===== src/rtl/alpha_blend_sprite_blit_core_assert.svh =====
// Assertion macros for the alpha blend sprite blit core.
// Taken in by the top level only; relies on clk_i and rst_ni in the including scope.
`ifndef ALPHA_BLEND_SPRITE_BLIT_CORE_ASSERT_SVH
`define ALPHA_BLEND_SPRITE_BLIT_CORE_ASSERT_SVH

// Checked on every rising clock edge, quiet while reset is held.
`define ABSB_ASSERT(lbl, prop, msg) \
  lbl: assert property (@(posedge clk_i) disable iff (!rst_ni) (prop)) else $error(msg);

// Checked on every rising clock edge, reset included.
`define ABSB_ASSERT_ALWAYS(lbl, prop, msg) \
  lbl: assert property (@(posedge clk_i) (prop)) else $error(msg);

`endif


===== src/rtl/absb_pkg.sv =====
// Shared types, constants and register codes for the alpha blend sprite blit core.
// No dependencies.
package absb_pkg;

  // Largest sprite side in pixels; the raster counters are sized from it.
  localparam int unsigned MaxDim = 4096;
  localparam int unsigned CntW   = $clog2(MaxDim);

  // Fixed field widths.
  localparam int unsigned DimW   = 13;
  localparam int unsigned PosW   = 12;
  localparam int unsigned ChanW  = 8;
  localparam int unsigned AddrW  = 24;
  localparam int unsigned IdxW   = 3;
  localparam int unsigned CfgW   = 13;

  // Configuration register indexes.
  localparam logic [IdxW-1:0] RegDestWidth  = 3'd0;
  localparam logic [IdxW-1:0] RegDestHeight = 3'd1;
  localparam logic [IdxW-1:0] RegPosX       = 3'd2;
  localparam logic [IdxW-1:0] RegPosY       = 3'd3;
  localparam logic [IdxW-1:0] RegSrcWidth   = 3'd4;
  localparam logic [IdxW-1:0] RegSrcHeight  = 3'd5;

  typedef struct packed {
    logic [DimW-1:0] dest_width;
    logic [DimW-1:0] dest_height;
    logic [PosW-1:0] pos_x;
    logic [PosW-1:0] pos_y;
    logic [DimW-1:0] src_width;
    logic [DimW-1:0] src_height;
  } cfg_t;

  // Place of one sprite pixel within the sprite.
  typedef struct packed {
    logic [CntW-1:0] col;
    logic [CntW-1:0] row;
    logic            last;
  } pos_t;

  typedef struct packed {
    logic [ChanW-1:0] src_red;
    logic [ChanW-1:0] src_green;
    logic [ChanW-1:0] src_blue;
    logic [ChanW-1:0] src_alpha;
    logic [ChanW-1:0] dst_red;
    logic [ChanW-1:0] dst_green;
    logic [ChanW-1:0] dst_blue;
  } pix_t;

  typedef struct packed {
    logic [AddrW-1:0] dest_address;
    logic [ChanW-1:0] out_red;
    logic [ChanW-1:0] out_green;
    logic [ChanW-1:0] out_blue;
    logic             write_enable;
  } res_t;

endpackage


===== src/rtl/absb_cfg_regs.sv =====
// Configuration register file of the alpha blend sprite blit core.
// Depends on absb_pkg.
module absb_cfg_regs (
  input  logic                         clk_i,
  input  logic                         rst_ni,
  input  logic                         cfg_we_i,
  input  logic [absb_pkg::IdxW-1:0]    cfg_index_i,
  input  logic [absb_pkg::CfgW-1:0]    cfg_wdata_i,
  output absb_pkg::cfg_t               cfg_o
);

  absb_pkg::cfg_t cfg_q, cfg_d;

  always_comb begin
    cfg_d = cfg_q;
    if (cfg_we_i) begin
      case (cfg_index_i)
        absb_pkg::RegDestWidth:  cfg_d.dest_width  = cfg_wdata_i[absb_pkg::DimW-1:0];
        absb_pkg::RegDestHeight: cfg_d.dest_height = cfg_wdata_i[absb_pkg::DimW-1:0];
        absb_pkg::RegPosX:       cfg_d.pos_x       = cfg_wdata_i[absb_pkg::PosW-1:0];
        absb_pkg::RegPosY:       cfg_d.pos_y       = cfg_wdata_i[absb_pkg::PosW-1:0];
        absb_pkg::RegSrcWidth:   cfg_d.src_width   = cfg_wdata_i[absb_pkg::DimW-1:0];
        absb_pkg::RegSrcHeight:  cfg_d.src_height  = cfg_wdata_i[absb_pkg::DimW-1:0];
        default: ;
      endcase
    end
  end

  always_ff @(posedge clk_i or negedge rst_ni) begin
    if (!rst_ni) begin
      cfg_q.dest_width  <= 13'd4096;
      cfg_q.dest_height <= 13'd4096;
      cfg_q.pos_x       <= '0;
      cfg_q.pos_y       <= '0;
      cfg_q.src_width   <= 13'd16;
      cfg_q.src_height  <= 13'd16;
    end else begin
      cfg_q <= cfg_d;
    end
  end

  assign cfg_o = cfg_q;

endmodule


===== src/rtl/absb_raster_ctr.sv =====
// Column and row counters that place each accepted sprite pixel.
// Depends on absb_pkg.
module absb_raster_ctr (
  input  logic                            clk_i,
  input  logic                            rst_ni,
  input  logic                            advance_i,
  input  logic [absb_pkg::DimW-1:0]       src_width_i,
  input  logic [absb_pkg::DimW-1:0]       src_height_i,
  output absb_pkg::pos_t                  pos_o
);

  logic [absb_pkg::CntW-1:0] col_q, col_d;
  logic [absb_pkg::CntW-1:0] row_q, row_d;
  logic [absb_pkg::CntW-1:0] width_m1;
  logic [absb_pkg::CntW-1:0] height_m1;
  logic                      col_end;
  logic                      row_end;

  // Sprite side minus one, with zero treated as one and anything above the
  // maximum treated as the maximum.
  function automatic logic [absb_pkg::CntW-1:0] side_m1(input logic [absb_pkg::DimW-1:0] v);
    logic [absb_pkg::DimW-1:0] dec;
    dec = v - absb_pkg::DimW'(1);
    if (v == '0) begin
      side_m1 = '0;
    end else if (v > absb_pkg::DimW'(absb_pkg::MaxDim)) begin
      side_m1 = absb_pkg::CntW'(absb_pkg::MaxDim - 1);
    end else begin
      side_m1 = dec[absb_pkg::CntW-1:0];
    end
  endfunction

  assign width_m1  = side_m1(src_width_i);
  assign height_m1 = side_m1(src_height_i);
  // A counter at or past the end (possible after a size was lowered) wraps.
  assign col_end   = col_q >= width_m1;
  assign row_end   = row_q >= height_m1;

  always_comb begin
    col_d = col_q;
    row_d = row_q;
    if (advance_i) begin
      if (col_end) begin
        col_d = '0;
        row_d = row_end ? '0 : row_q + absb_pkg::CntW'(1);
      end else begin
        col_d = col_q + absb_pkg::CntW'(1);
      end
    end
  end

  always_ff @(posedge clk_i or negedge rst_ni) begin
    if (!rst_ni) begin
      col_q <= '0;
      row_q <= '0;
    end else begin
      col_q <= col_d;
      row_q <= row_d;
    end
  end

  assign pos_o.col  = col_q;
  assign pos_o.row  = row_q;
  assign pos_o.last = col_end && row_end;

endmodule


===== src/rtl/absb_pixel_calc.sv =====
// Destination clipping, address generation and per-channel alpha blend.
// Purely combinational; depends on absb_pkg.
module absb_pixel_calc (
  input  absb_pkg::cfg_t  cfg_i,
  input  absb_pkg::pos_t  pos_i,
  input  absb_pkg::pix_t  pix_i,
  output absb_pkg::res_t  res_o
);

  localparam int unsigned ProdW = 2 * absb_pkg::DimW;

  logic [absb_pkg::DimW-1:0] dcol;
  logic [absb_pkg::DimW-1:0] drow;
  logic                      in_dest;
  logic [ProdW-1:0]          addr_full;

  // (dst * (256 - a) + src * a) >> 8; the sum never exceeds 16 bits.
  function automatic logic [absb_pkg::ChanW-1:0] blend(
    input logic [absb_pkg::ChanW-1:0] s,
    input logic [absb_pkg::ChanW-1:0] d,
    input logic [absb_pkg::ChanW-1:0] a
  );
    logic [absb_pkg::ChanW:0]     inv_a;
    logic [2*absb_pkg::ChanW:0]   sum;
    inv_a = 9'd256 - {1'b0, a};
    sum   = ({9'd0, d} * {8'd0, inv_a}) + ({9'd0, s} * {9'd0, a});
    blend = sum[2*absb_pkg::ChanW-1:absb_pkg::ChanW];
  endfunction

  // Positions stay below 8192, so 13 bits hold the sums.
  assign dcol    = {1'b0, cfg_i.pos_x} + {1'b0, pos_i.col};
  assign drow    = {1'b0, cfg_i.pos_y} + {1'b0, pos_i.row};
  assign in_dest = (dcol < cfg_i.dest_width) && (drow < cfg_i.dest_height);

  assign addr_full = ({{absb_pkg::DimW{1'b0}}, drow} * {{absb_pkg::DimW{1'b0}}, cfg_i.dest_width})
                   + {{absb_pkg::DimW{1'b0}}, dcol};

  always_comb begin
    res_o = '0;
    if (in_dest) begin
      res_o.dest_address = addr_full[absb_pkg::AddrW-1:0];
      res_o.out_red      = blend(pix_i.src_red,   pix_i.dst_red,   pix_i.src_alpha);
      res_o.out_green    = blend(pix_i.src_green, pix_i.dst_green, pix_i.src_alpha);
      res_o.out_blue     = blend(pix_i.src_blue,  pix_i.dst_blue,  pix_i.src_alpha);
      res_o.write_enable = 1'b1;
    end
  end

endmodule


===== src/rtl/alpha_blend_sprite_blit_core.sv =====
// Top level of the alpha blend sprite blit core.
// Depends on absb_pkg, absb_cfg_regs, absb_raster_ctr, absb_pixel_calc and the assert header.
//
// Usage: the sprite is fed one RGBA pixel per beat in raster order on the input
// channel (in_valid_i / in_stall_o), each beat also carrying the destination RGB
// pixel that lies under it. Every input beat produces exactly one output beat on
// the output channel (out_valid_o / out_stall_i) holding the destination address,
// the blended color, a write enable that is low for pixels clipped off the
// destination (all other fields are then zero), and a last flag on the final pixel.
// Flow: a beat accepted into the input stage goes through the clip, address
// multiply and blend logic and is registered in the output stage once that
// stage is free, where its result is offered until taken. With the output
// not stalled, throughput is one beat per cycle through the two-stage
// pipeline; the input stage accepts a new beat whenever it is empty or
// its contents move into the output stage, so the block keeps taking pixels while
// a finished result waits. A stall holds the output stage and, once both stages
// are full, raises in_stall_o in the same cycle.
// Reset clears both stages, the raster counters and loads the register defaults.
// Configuration writes are taken on any cycle but are meant for an idle block.
`include "alpha_blend_sprite_blit_core_assert.svh"

module alpha_blend_sprite_blit_core (
  input  logic                                clk_i,
  input  logic                                rst_ni,
  // Configuration write port.
  input  logic                                cfg_we_i,
  input  logic [absb_pkg::IdxW-1:0]           cfg_index_i,
  input  logic [absb_pkg::CfgW-1:0]           cfg_wdata_i,
  // Input channel.
  input  logic                                in_valid_i,
  output logic                                in_stall_o,
  input  logic [absb_pkg::ChanW-1:0]          src_red_i,
  input  logic [absb_pkg::ChanW-1:0]          src_green_i,
  input  logic [absb_pkg::ChanW-1:0]          src_blue_i,
  input  logic [absb_pkg::ChanW-1:0]          src_alpha_i,
  input  logic [absb_pkg::ChanW-1:0]          dst_red_i,
  input  logic [absb_pkg::ChanW-1:0]          dst_green_i,
  input  logic [absb_pkg::ChanW-1:0]          dst_blue_i,
  // Output channel.
  output logic                                out_valid_o,
  input  logic                                out_stall_i,
  output logic [absb_pkg::AddrW-1:0]          dest_address_o,
  output logic [absb_pkg::ChanW-1:0]          out_red_o,
  output logic [absb_pkg::ChanW-1:0]          out_green_o,
  output logic [absb_pkg::ChanW-1:0]          out_blue_o,
  output logic                                write_enable_o,
  output logic                                last_o
);

  absb_pkg::cfg_t cfg;
  absb_pkg::pos_t pos_cur;
  absb_pkg::pix_t pix_in;
  absb_pkg::res_t res_calc;

  // Input stage.
  logic           s1_valid_q, s1_valid_d;
  absb_pkg::pix_t s1_pix_q;
  absb_pkg::pos_t s1_pos_q;

  // Output stage.
  logic           out_valid_q, out_valid_d;
  absb_pkg::res_t out_res_q;
  logic           out_last_q;

  logic out_ready;
  logic s1_ready;
  logic in_acc;
  logic s1_move;

  absb_cfg_regs u_cfg_regs (
    .clk_i       (clk_i),
    .rst_ni      (rst_ni),
    .cfg_we_i    (cfg_we_i),
    .cfg_index_i (cfg_index_i),
    .cfg_wdata_i (cfg_wdata_i),
    .cfg_o       (cfg)
  );

  // The counters step when a beat is accepted, so each beat carries its own place.
  absb_raster_ctr u_raster_ctr (
    .clk_i        (clk_i),
    .rst_ni       (rst_ni),
    .advance_i    (in_acc),
    .src_width_i  (cfg.src_width),
    .src_height_i (cfg.src_height),
    .pos_o        (pos_cur)
  );

  absb_pixel_calc u_pixel_calc (
    .cfg_i (cfg),
    .pos_i (s1_pos_q),
    .pix_i (s1_pix_q),
    .res_o (res_calc)
  );

  assign pix_in.src_red   = src_red_i;
  assign pix_in.src_green = src_green_i;
  assign pix_in.src_blue  = src_blue_i;
  assign pix_in.src_alpha = src_alpha_i;
  assign pix_in.dst_red   = dst_red_i;
  assign pix_in.dst_green = dst_green_i;
  assign pix_in.dst_blue  = dst_blue_i;

  // Handshake: the output stage frees up when empty or its beat is taken, and
  // the input stage frees up when empty or its beat moves forward.
  assign out_ready  = !out_valid_q || !out_stall_i;
  assign s1_ready   = !s1_valid_q || out_ready;
  assign in_acc     = in_valid_i && s1_ready;
  assign s1_move    = s1_valid_q && out_ready;
  assign in_stall_o = !s1_ready;

  always_comb begin
    s1_valid_d = s1_valid_q;
    if (in_acc) begin
      s1_valid_d = 1'b1;
    end else if (out_ready) begin
      s1_valid_d = 1'b0;
    end
    out_valid_d = out_ready ? s1_valid_q : out_valid_q;
  end

  always_ff @(posedge clk_i or negedge rst_ni) begin
    if (!rst_ni) begin
      s1_valid_q  <= 1'b0;
      out_valid_q <= 1'b0;
    end else begin
      s1_valid_q  <= s1_valid_d;
      out_valid_q <= out_valid_d;
    end
  end

  always_ff @(posedge clk_i) begin
    if (in_acc) begin
      s1_pix_q <= pix_in;
      s1_pos_q <= pos_cur;
    end
    if (s1_move) begin
      out_res_q  <= res_calc;
      out_last_q <= s1_pos_q.last;
    end
  end

  assign out_valid_o    = out_valid_q;
  assign dest_address_o = out_res_q.dest_address;
  assign out_red_o      = out_res_q.out_red;
  assign out_green_o    = out_res_q.out_green;
  assign out_blue_o     = out_res_q.out_blue;
  assign write_enable_o = out_res_q.write_enable;
  assign last_o         = out_last_q;

  // The input side only stalls when both pipeline stages hold a beat.
  `ABSB_ASSERT(a_stall_only_when_full, in_stall_o |-> (s1_valid_q && out_valid_q), "input stalled with a free stage")

  // A clipped pixel leaves every payload field at zero.
  `ABSB_ASSERT(a_clipped_zero, (out_valid_o && !write_enable_o) |-> (dest_address_o == '0 && out_red_o == '0 && out_green_o == '0 && out_blue_o == '0), "clipped pixel carries data")

  // After the final sprite pixel is accepted the raster restarts at the origin.
  `ABSB_ASSERT(a_raster_restart, (in_acc && pos_cur.last) |=> (pos_cur.col == '0 && pos_cur.row == '0), "raster did not restart after last pixel")

  // Nothing can be in flight in the cycle after reset is seen.
  `ABSB_ASSERT_ALWAYS(a_reset_empty, !rst_ni |=> (!s1_valid_q && !out_valid_q), "pipeline not empty in reset")

endmodule


===== config.mk =====
export PLATFORM = sky130hd
export DESIGN_NAME = alpha_blend_sprite_blit_core
export DESIGN_NICKNAME = d
export VERILOG_FILES = /design/src/rtl/absb_pkg.sv /design/src/rtl/absb_cfg_regs.sv /design/src/rtl/absb_raster_ctr.sv /design/src/rtl/absb_pixel_calc.sv /design/src/rtl/alpha_blend_sprite_blit_core.sv
export VERILOG_INCLUDE_DIRS = /design/src /design/src/rtl
export SDC_FILE = /design/constraint.sdc
export NUM_CORES = 2
export LEC_CHECK = 0
export ABC_AREA = 1
export BUFFER_PORTS_ARGS = -buffer_cell sky130_fd_sc_hd__buf_2
export CORE_ASPECT_RATIO = 0.7
export CORE_MARGIN = 2
export CORE_UTILIZATION = 45
export DETAILED_ROUTE_END_ITERATION = 10
export PLACE_DENSITY = 0.67
export SETUP_SLACK_MARGIN = 0.5
export SLEW_MARGIN = 25
export SYNTH_ARGS = -nofsm -noshare
export SYNTH_HDL_FRONTEND = slang
export SYNTH_SLANG_ARGS = --single-unit

===== constraint.sdc =====
create_clock -name clk_i -period 6.25 [get_ports clk_i]
set_input_delay 0.625 -clock clk_i [delete_from_list [all_inputs] [get_ports clk_i]]
set_output_delay 0.625 -clock clk_i [all_outputs]
set_load 0.02 [all_outputs]

# Word level (Yosys, flattened, before mapping)
# Cells that the tools add are included.
# word_totals
reg_bits	233
inputBits	77
out_inout_bits	52
# op_classes
n_addsub	11
multipliers	7
n_lt_le_gt_ge	6
n_eq_ne	5
n_mux	9
n_reduce_logical	21
# op_table
op	count
two-way mux 12 bit	6
adder 16 bit	3
multiplier 8 x 8 -> 16 bit	3
multiplier 8 x 9 -> 16 bit	3
adder 12 x 12 -> 13 bit	2
greater-than comparator 13 bit, second input constant	2
zero test 13 bit	2
< comparator 13 bit	2
adder 12 x 1 -> 12 bit, second input constant	2
adder 24 x 13 -> 24 bit	1
greater-or-equal comparator 12 bit	2
multiplier 13 x 13 -> 24 bit	1
subtractor 12 x 1 -> 12 bit, second input constant	2
AND reduction 2 bit	7
subtractor 9 x 8 -> 9 bit, first input constant	1
equality test 3 x 2 -> 1 bit, second input constant	2
equality test 3 bit, second input constant	2
logical AND 1 bit	4
zero test 1 bit	4
equality test 3 x 1 -> 1 bit, second input constant	1
zero test 3 bit	1
two-way mux 1 bit	3
logical OR 1 bit	2
nonzero test 2 bit	1

# Logic depth before layout (Yosys ltp)
# depth
depth_word	5
depth_mapped	32
mapped_depth_nobuf	31

# Cells and area by module
# A second synthesis with hierarchy kept.
# unflattened
cells_unflattened	3768
hier_area_um2	31184.9
# modules_own_cells
module	n_inst	cells_each	area_per_inst_um2	seq_area_each_um2
absb_pixel_calc	1	2882	21434.3	0.0
alpha_blend_sprite_blit_core	1	143	4028.9	3983.8
absb_cfg_regs	1	343	3126.7	1906.8
absb_raster_ctr	1	400	2595.0	600.6

# Worst setup path before layout
# Ideal clock, no wire load.
# synth_timing
kind	reg2reg
startpoint	reg u_cfg_regs.cfg_q (netlist bit u_cfg_regs.cfg_o[26])
endpoint	reg out_res_q (netlist bit dest_address_o[18]), data pin
setup_ns	0.253
arrival_time_ns	6.193
required_ns	5.997
setup_slack_ns	-0.196
stages_incl_launch_ff	27
period_less_slack_ns	6.446
path_cell_list	dfrtp_1 ha_1 inv_1 fa_1 nand3b_1 nand2_1 a21oi_1 o21ai_1 xor2_1 inv_2 nor2_1 fa_1 inv_1 fa_1 inv_1 fa_1 fa_1 fa_1 fa_1 ha_1 a21o_1 a31oi_1 nand3_1 a21oi_1 o21ai_0 nor2_1 nor2_1
# synth_between
elab_chain_len	3
# synth_rtl
element	line_no	rtl
start: declaration	absb_cfg_regs.sv:12	absb_pkg::cfg_t cfg_q, cfg_d;
start signal: assignment	absb_cfg_regs.sv:38	cfg_q <= cfg_d;
adder 12 x 12 -> 13 bit (*)	absb_pixel_calc.sv:32	assign drow = {1'b0, cfg_i.pos_y} + {1'b0, pos_i.row};
multiplier 13 x 13 -> 24 bit or < comparator 13 bit (tied branches)	absb_pixel_calc.sv:35, absb_pixel_calc.sv:33	
adder 24 x 13 -> 24 bit or logical AND 1 bit (tied branches)	absb_pixel_calc.sv:36, absb_pixel_calc.sv:33	
end signal: assignment	alpha_blend_sprite_blit_core.sv:138	out_res_q <= res_calc;
end: declaration	alpha_blend_sprite_blit_core.sv:62	absb_pkg::res_t out_res_q;
# Mark *: on every way between the ends. The rest lies on a longest branch, timed or not.
# A chain may end at the register's enable or synchronous reset.

# Final worst setup path
# layout_timing
startpoint	reg u_cfg_regs.cfg_q (netlist bit u_cfg_regs.cfg_o[26])
endpoint	reg out_res_q (netlist bit dest_address_o[20]), data pin
# The elaborated chain is that of the path after synthesis.

==> reports/results.tsv <==
metric	value	unit
cts-hold-fix-buffers	0	
clock_path_buffers	3	
rsz0062_at_grt	true	
clock_sinks	233	
syn_area	30300	um2
dr.pass1.iters	5	
crit_path_start_kind	flop	
relSlewSlack	31.4	%
synth-xor-area-share	1.99	%
numCtsBuffers	28	
synth_top_area_cell	fa_1	
path_delay_family	adder cells	
instances_no_fill	4803	
ioPinCount	129	
crit_buf_inv	9	
drv_slew	0	
r2r_start	u_cfg_regs.cfg_o[26]	
rr_worst_depth	28	
postSynth.asyncResetShare	43.8	%
synthesis.nets	4464	
status	complete, but fails checks	
dp_hpwl	63.6	mm
synth_seq_cells	233	
place.gp.congestion	0.943	
placed_cells	4710	
synth_warnings	0	
synth_top_family_by_area	adder cells	
grt_pass1_wl	128	mm
area_growth	18.9	%
critPathMaxFanout	6	
grt_start_max_net_pins	60	
drc_errors	0	
fmax	154	MHz
clkTransAtPathRegs	0.06	ns
synth_compound_gate_area_share	5.23	%
drtAntennaViolNets	0	
grt_pass1_vias	23400	
synthTopCellsByArea	fa_1, ha_1, edfxtp_1	
track_usage	23.3	%
synthTopCellsByCount	inv_1, nand2_1, fa_1	
dieWidth	314	um
finalWorstSetupSlack	-0.249	ns
via_count	23500	
cp-startpoint	u_cfg_regs.cfg_o[26]	
drt_wl_total	79.6	mm
netlist.area_leader.share	28.5	%
slowest_delay	0.55	ns
core_area	66500	um2
cts-root-buf	clkbuf_16	
yosys.area_share.simple	16.4	%
rows	79	
synth_cells	3620	
post-route-min-period	6.50	ns
cts_tree	yes	
synth.most_common_cell	inv_1	
hold_viol	0	
seq_area_frac_synth	21.4	%
via_per_inst	4.90	
maxCapViolations	0	
arrival	6.92	ns
clk_latency	0.62	ns
skew	0.0519	ns
finalNetCount	4733	
crit_required	6.68	ns
synthFlopType	edfxtp_1	
setup_viol	21	
cts_htree_levels	1	
critical_path_class	flop to flop	
die_h	221	um
syn_area_per_cell	8.38	um2
fin_crit_sh	104	%
hold_class	primary input to asynchronous set/reset pin	
worst_setup_path_end_kind	flop	
drtIter0Drc	1760	
r2r_end	dest_address_o[20]	
worst_slew_pin_slew	1.02	ns
wire_per_inst	16.6	um
synthAdderAreaFrac	42.3	%
antenna_found_initial	3	
portBuffers	128	
violations	setup timing	
overflow	0	
start_util	45.6	%
layout-drive-gt1-share	18.2	%
crit_top_cell	fa_1	
r2r_slack	-0.25	ns
die_area	69500	um2
worst_path_max_delay_cell	fa_1	
synth_edf_count	131	
synth.mux.area_fraction	0	%
synth_cell_types	45	
## repair_timing
action | in CTS | in global routing
setup endpoints to repair | 42 | 43
pin swaps | 124 | 141
gates resized for setup | 136 | 178
setup buffers | 20 | 19
cloned | 1 | 0
## layout by cell type, fill, tap and decap left out, types with 12 or more instances in the layout
cell type / n
nor3_1: 14
xor2_1: 32
nand2_4: 25
nand3_1: 72
ha_1: 296
nor2_1: 230
dfrtp_1: 98
fa_2: 18
buf_4: 176
o21ai_2: 13
nand3_2: 13
a21oi_1: 70
ha_4: 36
buf_6: 29
nand4_1: 18
nor2_2: 19
fa_1: 413
o21ai_0: 112
nand3b_1: 12
inv_1: 854
buf_2: 127
a21oi_2: 28
clkbuf_16: 28
edfxtp_1: 131
nand2_2: 45
xnor2_1: 27
inv_2: 45
nor2_4: 15
nand2_1: 752
## per-stage QoR
| step | worst slack, ns | utilization, % | hold WS, ns | TNS (ns) | cell area [um2] |
|---|---|---|---|---|---|
| floorplan | 0.117 | - | 0.329 | 0 | 30900 |
| global placement | -0.125 | 50.5 | 0.404 | -0.533 | 33600 |
| global route | -0.534 | 54.2 | 0.0284 | -10.94 | 36100 |
| finish | -0.249 | 54.2 | 0.0124 | -2.91 | 36100 |
| CTS | -0.192 | 53.0 | 0.00503 | -1.49 | 35200 |
| detailed placement | -0.262 | 50.5 | 0.417 | -2.06 | 33600 |
## sequential cells by signal, summed over array words and instances (netlist names)
signal	cells
out_blue_o	8
u_cfg_regs.cfg_o	76
s1_valid_q	1
out_valid_o	1
s1_pos_q	25
s1_pix_q	56
u_raster_ctr.row_q	12
u_raster_ctr.col_q	12
dest_address_o	24
last_o	1
out_red_o	8
out_green_o	8
write_enable_o	1
## final cells by class
| class | instances | area (um2) |
|---|---|---|
| inverters | 910 | 3440 |
| clock inverters | 19 | 214 |
| repair buffers | 343 | 2500 |
| diodes | 1 | 2.50 |
| multi-input cells | 2373 | 21600 |
| fillers | 6020 | 30500 |
| clock buffers | 33 | 719 |
| flip-flops and latches | 233 | 6490 |
| well taps | 891 | 1110 |
## layer usage
layer / global-route usage, % / up-vias / part of all wire, %
li1: - / 11400 / -
met1: 37.7 / 11300 / 51
met2: 31.7 / 694 / 39
met3: 5.23 / 72 / 8.2
met4: 3.97 / 4 / 1.7
met5: 0 / - / 0.023
## worst max path at each step
stage                                    end  slack [ns]  cells past startpoint
after global placement    dest_address_o[18]       -0.13                     23
final                     dest_address_o[20]       -0.25                     28
after floorplan           dest_address_o[18]        0.12                     26
after CTS                 dest_address_o[20]       -0.19                     27
after detailed placement  dest_address_o[18]       -0.26                     23
after global routing      dest_address_o[23]       -0.53                     27
## cells by family (layout without fill, tap and decap cells)
family                   count (synthesis)  count (layout)
AND/OR/NAND/NOR                       1245            1245
buffers and inverters                 1014            1305
adder cells (fa/ha/maj)                767             767
AO/OA/AOI/OAI                          293             293
flip-flops                             233             233
XOR/XNOR                                68              68
other                                    0               1
Power is left out: the tool's default activity adds up to more than one toggle a clock period on the data nets, which glitch-free logic cannot reach.
